<file path="src/sv/rep_pkg.sv">
// ----------------------------------------------------------------------------
// rep_pkg: shared types and constants for the ring ether pattern filter
// Payload structs, action codes and the per-column cell types.
// ----------------------------------------------------------------------------
package rep_pkg;

  localparam int unsigned ROW_W  = 64;
  localparam int unsigned DEPTH  = 4;
  localparam int unsigned FILL_W = 3;

  // Window is full once four rows are in.
  localparam logic [FILL_W-1:0] FILL_FULL = 3'd4;

  localparam logic ACT_PUSH    = 1'b0;
  localparam logic ACT_RESTART = 1'b1;

  typedef struct packed {
    logic             action;
    logic [ROW_W-1:0] new_row;
  } rep_in_t;

  typedef struct packed {
    logic [ROW_W-1:0] cells;
    logic [ROW_W-1:0] shown;
  } rep_out_t;

  // One ring position across the window, bit 0 = oldest row.
  typedef logic [DEPTH-1:0] rep_col_t;

  typedef struct packed {
    logic shift;  // a row is pushed this cycle
    logic scan;   // a row is pushed into a full window, tile search applies
  } rep_ctrl_t;

endpackage

</file>
<file path="src/sv/rep_cell.sv">
// ----------------------------------------------------------------------------
// rep_cell: one ring position of the filter
// Holds four row bits and four hide bits, detects the tile anchored here
// and folds in the tiles anchored at the three positions behind it.
// ----------------------------------------------------------------------------
module rep_cell
  import rep_pkg::*;
(
  input  logic      clk_i,
  input  rep_ctrl_t ctrl_i,
  input  logic      new_bit_i,
  input  rep_col_t  nbr1_i,    // columns at +1, +2, +3
  input  rep_col_t  nbr2_i,
  input  rep_col_t  nbr3_i,
  input  logic      hit_m1_i,  // tile hits anchored at -1, -2, -3
  input  logic      hit_m2_i,
  input  logic      hit_m3_i,
  output rep_col_t  col_o,
  output logic      hit_o,
  output logic      cell_o,
  output logic      shown_o
);

  rep_col_t row_q, row_d;
  rep_col_t mask_q, mask_d;
  logic     cov4, cov2;

  // Tile, oldest row first: 1111 / 1000 / 1001 / 10
  assign hit_o = ctrl_i.scan
               & row_q[0] &  nbr1_i[0] &  nbr2_i[0] &  nbr3_i[0]
               & row_q[1] & ~nbr1_i[1] & ~nbr2_i[1] & ~nbr3_i[1]
               & row_q[2] & ~nbr1_i[2] & ~nbr2_i[2] &  nbr3_i[2]
               & row_q[3] & ~nbr1_i[3];

  assign cov4 = hit_o | hit_m1_i | hit_m2_i | hit_m3_i;
  assign cov2 = hit_o | hit_m1_i;

  assign col_o   = row_q;
  assign cell_o  = row_q[0];
  assign shown_o = ~(mask_q[0] | cov4);

  always_comb begin
    row_d  = row_q;
    mask_d = mask_q;
    if (ctrl_i.shift) begin
      row_d     = {new_bit_i, row_q[DEPTH-1:1]};
      mask_d[0] = mask_q[1] | cov4;
      mask_d[1] = mask_q[2] | cov4;
      mask_d[2] = mask_q[3] | cov2;
      mask_d[3] = 1'b0;
    end
  end

  // Payload only: the fill phase shifts clean masks through the window.
  always_ff @(posedge clk_i) begin
    row_q  <= row_d;
    mask_q <= mask_d;
  end

endmodule

</file>
<file path="src/sv/rep_out_buf.sv">
// ----------------------------------------------------------------------------
// rep_out_buf: two-entry result buffer
// Decouples the output stall from the input side; full only when two
// results wait.
// ----------------------------------------------------------------------------
module rep_out_buf
  import rep_pkg::*;
(
  input  logic     clk_i,
  input  logic     rst_ni,
  input  logic     wr_i,
  input  rep_out_t wr_data_i,
  output logic     full_o,
  output logic     out_valid_o,
  input  logic     out_stall_i,
  output rep_out_t out_data_o
);

  rep_out_t   slot_q [2];
  logic       rd_ptr_q, rd_ptr_d;
  logic       wr_ptr_q, wr_ptr_d;
  logic [1:0] count_q, count_d;
  logic       rd;

  assign out_valid_o = (count_q != 2'd0);
  assign full_o      = (count_q == 2'd2);
  assign out_data_o  = slot_q[rd_ptr_q];
  assign rd          = out_valid_o & ~out_stall_i;

  always_comb begin
    rd_ptr_d = rd_ptr_q ^ rd;
    wr_ptr_d = wr_ptr_q ^ wr_i;
    count_d  = count_q;
    if (wr_i && !rd) begin
      count_d = count_q + 2'd1;
    end else if (rd && !wr_i) begin
      count_d = count_q - 2'd1;
    end
  end

  always_ff @(posedge clk_i or negedge rst_ni) begin
    if (!rst_ni) begin
      rd_ptr_q <= 1'b0;
      wr_ptr_q <= 1'b0;
      count_q  <= 2'd0;
    end else begin
      rd_ptr_q <= rd_ptr_d;
      wr_ptr_q <= wr_ptr_d;
      count_q  <= count_d;
    end
  end

  always_ff @(posedge clk_i) begin
    if (wr_i) begin
      slot_q[wr_ptr_q] <= wr_data_i;
    end
  end

endmodule

</file>
<file path="src/sv/ring_ether_pattern_filter.sv">
// ----------------------------------------------------------------------------
// ring_ether_pattern_filter: space-time tile filter for a ring automaton
// Keeps the last four generations, hides cells covered by a fixed tile and
// emits the oldest generation with its visible mask.
// ----------------------------------------------------------------------------
// Usage:
//   Input channel (in_valid_i / in_stall_o / in_data_i): one transfer per
//   generation row, or a restart when action is set. A restart empties the
//   window; the next four pushes only refill it and yield no result.
//   Output channel (out_valid_o / out_stall_i / out_data_o): one transfer
//   per push once the window is full, carrying the oldest row and the
//   cells not covered by any tile. Bits at or above CELLS read as zero.
// Timing:
//   One row per cycle sustained while the receiver keeps up. The ring is
//   matched and the masks updated by a row of CELLS cells in the cycle the
//   row is taken; with the buffer empty, the result is presented the cycle
//   after the input transfer. A two-entry result buffer sits before the
//   output; in_stall_o rises only when both entries wait. A full-rate
//   stream keeps one entry in use, so receiver stalls also stall the input.
// Reset:
//   rst_ni clears the fill count and empties the result buffer. Window
//   contents are don't-care until refilled.
// ----------------------------------------------------------------------------
module ring_ether_pattern_filter
  import rep_pkg::*;
#(
  parameter int unsigned CELLS = 64
) (
  input  logic     clk_i,
  input  logic     rst_ni,
  input  logic     in_valid_i,
  output logic     in_stall_o,
  input  rep_in_t  in_data_i,
  output logic     out_valid_o,
  input  logic     out_stall_i,
  output rep_out_t out_data_o
);

  localparam logic [ROW_W-1:0] RowMask = (CELLS >= ROW_W) ? {ROW_W{1'b1}}
                                       : ((ROW_W'(1) << CELLS) - ROW_W'(1));

  logic              buf_full;
  logic              in_xfer;
  logic              push;
  logic              restart;
  logic [FILL_W-1:0] fill_q, fill_d;
  rep_ctrl_t         ctrl;

  rep_col_t          col   [CELLS];
  logic [CELLS-1:0]  hit;
  logic [CELLS-1:0]  cells_row;
  logic [CELLS-1:0]  shown_row;
  rep_out_t          result;

  assign in_stall_o = buf_full;
  assign in_xfer    = in_valid_i & ~in_stall_o;
  assign push       = in_xfer & (in_data_i.action == ACT_PUSH);
  assign restart    = in_xfer & (in_data_i.action == ACT_RESTART);

  assign ctrl.shift = push;
  assign ctrl.scan  = push & (fill_q == FILL_FULL);

  // Fill count saturates at four; restart starts over.
  always_comb begin
    fill_d = fill_q;
    if (restart) begin
      fill_d = '0;
    end else if (push && fill_q != FILL_FULL) begin
      fill_d = fill_q + FILL_W'(1);
    end
  end

  always_ff @(posedge clk_i or negedge rst_ni) begin
    if (!rst_ni) begin
      fill_q <= '0;
    end else begin
      fill_q <= fill_d;
    end
  end

  // Ring of cells: each sees the three columns ahead and the three hits
  // behind, all indices wrapping around the ring.
  for (genvar k = 0; k < CELLS; k++) begin : g_cell
    rep_cell u_cell (
      .clk_i     (clk_i),
      .ctrl_i    (ctrl),
      .new_bit_i (in_data_i.new_row[k]),
      .nbr1_i    (col[(k + 1) % CELLS]),
      .nbr2_i    (col[(k + 2) % CELLS]),
      .nbr3_i    (col[(k + 3) % CELLS]),
      .hit_m1_i  (hit[(k + CELLS - 1) % CELLS]),
      .hit_m2_i  (hit[(k + CELLS - 2) % CELLS]),
      .hit_m3_i  (hit[(k + CELLS - 3) % CELLS]),
      .col_o     (col[k]),
      .hit_o     (hit[k]),
      .cell_o    (cells_row[k]),
      .shown_o   (shown_row[k])
    );
  end

  assign result.cells = ROW_W'(cells_row);
  assign result.shown = ROW_W'(shown_row);

  rep_out_buf u_out_buf (
    .clk_i       (clk_i),
    .rst_ni      (rst_ni),
    .wr_i        (ctrl.scan),
    .wr_data_i   (result),
    .full_o      (buf_full),
    .out_valid_o (out_valid_o),
    .out_stall_i (out_stall_i),
    .out_data_o  (out_data_o)
  );

  // --------------------------------------------------------------------------
  // Assertions
  // --------------------------------------------------------------------------
  a_restart_clears: assert property (@(posedge clk_i) disable iff (!rst_ni)
    restart |=> fill_q == '0)
    else $error("fill count not cleared by restart");

  a_fill_counts: assert property (@(posedge clk_i) disable iff (!rst_ni)
    (push && fill_q != FILL_FULL) |=> fill_q == $past(fill_q) + FILL_W'(1))
    else $error("fill count did not advance on push");

  a_fill_range: assert property (@(posedge clk_i) disable iff (!rst_ni)
    fill_q <= FILL_FULL)
    else $error("fill count past full window");

  a_stall_pending: assert property (@(posedge clk_i) disable iff (!rst_ni)
    in_stall_o |-> out_valid_o)
    else $error("input stalled with no result waiting");

  a_ring_width: assert property (@(posedge clk_i) disable iff (!rst_ni)
    out_valid_o |-> ((out_data_o.cells | out_data_o.shown) & ~RowMask) == '0)
    else $error("result bits set beyond ring size");

endmodule
</file>
<file path="config.mk">
export PLATFORM = sky130hd
export DESIGN_NAME = ring_ether_pattern_filter
export DESIGN_NICKNAME = d
export VERILOG_FILES = /design/src/sv/rep_pkg.sv /design/src/sv/rep_cell.sv /design/src/sv/rep_out_buf.sv /design/src/sv/ring_ether_pattern_filter.sv
export SDC_FILE = /design/constraint.sdc
export NUM_CORES = 1
export LEC_CHECK = 0
export BUFFER_PORTS_ARGS = -buffer_cell sky130_fd_sc_hd__buf_4
export CORE_AREA = 2 2 203 255
export CTS_BUF_LIST = sky130_fd_sc_hd__clkbuf_8
export DETAILED_ROUTE_END_ITERATION = 16
export DIE_AREA = 0 0 205 257
export GPL_TIMING_DRIVEN = 0
export PLACE_DENSITY = 0.73
export SLEW_MARGIN = 25
export SYNTH_ARGS = -nofsm -noshare
export SYNTH_HDL_FRONTEND = slang
export SYNTH_SLANG_ARGS = --single-unit
</file>
<file path="constraint.sdc">
create_clock -name clk_i -period 29.8 [get_ports clk_i]
set_input_delay 1.49 -clock clk_i [delete_from_list [all_inputs] [get_ports clk_i]]
set_output_delay 1.49 -clock clk_i [all_outputs]
set_load 0.05 [all_outputs]
</file>
==> metrics <==
run status=complete, no violations; I/O pins=199; area growth from synthesis to layout=17.6%; # rows=92; YS warnings=0; share of cells above drive strength 1=0.285; Post-synth top flop=edfxtp_1; slowest CP cell=clkbuf_1; area share of fa/ha/maj cells after synthesis=0.00228; Final WS setup=25.19 ns; fin. max-slew vios=0; RSZ-0062 raised after global routing=no; PwrDens=78.0 mW/mm²; core area=0.0502 mm²; chip height=257 µm; CP max stage delay=0.70 ns; setup TNS=0 ns; CTS Buffer Depth=3; top post-synthesis cells by area=edfxtp_1 77%, mux2_2 5.3%, nand2b_1 1.5%; mux share of post-synthesis cell area=0.0525; Hold Path Class=register to register; synthesized instance count=1,584; critical path arrival=3.12 ns; DP Area=0.0304 mm²; most frequent cells in the layout=704 x edfxtp_1, 201 x buf_4, 128 x mux2_2, 105 x clkbuf_8, 77 x nand2_1; Leak=11.3 nW; hold_ws=0.478 ns; routed vias/inst=5.78; I/O Buffers=198; post-route ant nets=0; final hold violation count=0; global-route wire length before repair=86,200 µm; Startpoint Class=register; final std cells w/o fill=2,649; via count=15,300; Fmax=0.217 GHz; cell taking the most area after synthesis=edfxtp_1; placed cells=2,466; drt initial violations=1,275; Post-Synth XOR/XNOR Area=0.00128; Clock Latency Late Sink=0.69 ns; most common cell after layout, fill and taps aside=edfxtp_1; #FFs+latches synth=711; GRT Residual Overflow=0; Final GP Congestion=0.840; Net count, final=1,985; H-tree depth=3; top-area cell type share of the netlist area=0.770; CTS Root Cell=clkbuf_8; hold_sp=g_cell[53].u_cell.col_o[1]; CTS tree=done; maximum vdd drop=0.0520 mV; Final Cycle Share=0.155; critical path class=register to primary output; die width=205 µm; max_slew headroom=0.320; dpl ws=24.61 ns; TritonRoute pass-1 iters=6; hold_buf cts=0; most used cell, CP=clkbuf_1; critical path data required time=28.31 ns; main combinational cell family by area after synthesis=simple AND/OR/NAND/NOR gates; RR Startpoint=fill_q[0]; simple-gate area share of the yosys netlist=0.147; Initial Utilization=0.547; GRT Total Usage=0.215; pin count of the biggest net entering global routing=41; vias in the first global route=15,500; CP Capture Type=primary output; post-route cell area=0.0323 mm²; residual DRC count=0; syn avg cell area=17.3 µm²; initial antenna violation count=1; Detail Placement HPWL=38,800 µm; Compound-Gate Fraction of Synth Area=0.0123; TritonCTS buffer count=101; final WL=56,300 µm; Post-CTS Setup Bufs=0; Async S/R FF share, synth=0.00985; post-layout minimum cycle time=4.61 ns; critical path cell sequence=clkbuf_1 > clkbuf_1 > mux2_2 > buf_4; Clk pin slew, worst setup/hold paths=0.06 ns; die area=0.0527 mm²; Syn Nets=1,658; Final setup viols=0; max-cap violations=0; sequential area share after synthesis=0.777; Slew @ Worst Pin=1.02 ns; cell area after synthesis=0.0274 mm²; CP Max Fanout=10; synth unique cells=66; Gates resized, CTS repair=0; Worst Setup SP=u_out_buf.rd_ptr_q; clock sink count=711; EDFF count, synth=704; Final Skew=0.0227 ns; Avg WL per Cell=21.2 µm
path summary, 6_finish.rpt:
kind	slack (ns)	depth (start not counted)	end
max	25.19	4	out_data_o[107]
min	0.48	0	g_cell[53].u_cell.col_o[0]
max reg2reg	25.85	11	u_out_buf.slot_q[1][23]
min reg2reg	0.48	0	g_cell[53].u_cell.col_o[0]
max in group asynchronous	29.07	1	u_out_buf.count_q[0]
min in group asynchronous	0.60	1	fill_q[1]
state kept, by name, summed over array words and instances (netlist names):
| name | count |
|---|---|
| g_cell.u_cell.col_o | 256 |
| u_out_buf.slot_q | 256 |
| g_cell.u_cell.mask_q | 192 |
| fill_q | 3 |
| u_out_buf.count_q | 2 |
| u_out_buf.rd_ptr_q | 1 |
| u_out_buf.wr_ptr_q | 1 |
metal layers:
| layer | up-vias | wire (µm) | track usage |
|---|---|---|---|
| met1 | 7627 | 22800 | 0.282 |
| met3 | 116 | 3440 | 0.0347 |
| li1 | 6998 | - | - |
| met5 | - | 0 | 0 |
| met2 | 562 | 27800 | 0.350 |
| met4 | 0 | 2210 | 0.108 |
logic make-up after synthesis:
| group | count (synthesis) |
|---|---|
| and+or+nand+nor | 648 |
| muxes | 128 |
| adders and majority gates | 5 |
| AOI/OAI and AO/OA | 38 |
| DFF | 711 |
| xor gates and xnor gates | 4 |
| buffers and inverters | 50 |
per-stage QoR:
| stage | total power [mW] | utilization |
|---|---|---|
| after CTS | 2.54 | 0.643 |
| after global routing | 2.61 | 0.643 |
| after global placement | 1.88 | 0.593 |
| final | 2.52 | 0.643 |
| after floorplan | 1.69 | - |
| after detailed placement | 1.83 | 0.606 |
synthesized netlist by cell type (all sizes together) (13+ instances only):
cell,instances
or3,50
inv,21
nand4,54
nor4bb,14
nand3b,18
nor3,63
nor2,40
buf,13
edfxtp,704
nand4b,29
nand2b,66
nor4,46
nor3b,18
or4,18
or2,47
clkbuf,16
nand2,77
nor2b,13
mux2,128
nand3,35
report_power, final:
| part | total (mW) | internal, mW | leakage (nW) | switching (mW) |
|---|---|---|---|---|
| registers | 1.27 | 1.21 | 6.57 | 0.0539 |
| logic | 0.538 | 0.188 | 3.63 | 0.350 |
| clock network | 0.712 | 0.360 | 1.07 | 0.352 |
worst max-delay path, delay by kind of cell, from the launching register on:
family                 cells  cell delay [ns]
buffers and inverters      3             1.59
multiplexers               1             0.46
flip-flops                 1             0.37
cell type report:
cell class                 instances  area [µm²]
inverter                          21        78.8
timing repair buffer             224        2100
tap                              658         823
antenna                            1        2.50
buffer                            29         146
multi-input combinational        823        5930
clock buffer                     105        1450
clock inverter                    77         418
fill                            3561       17900
sequential                       711       21300
Power figures use the tool's default switching activity.
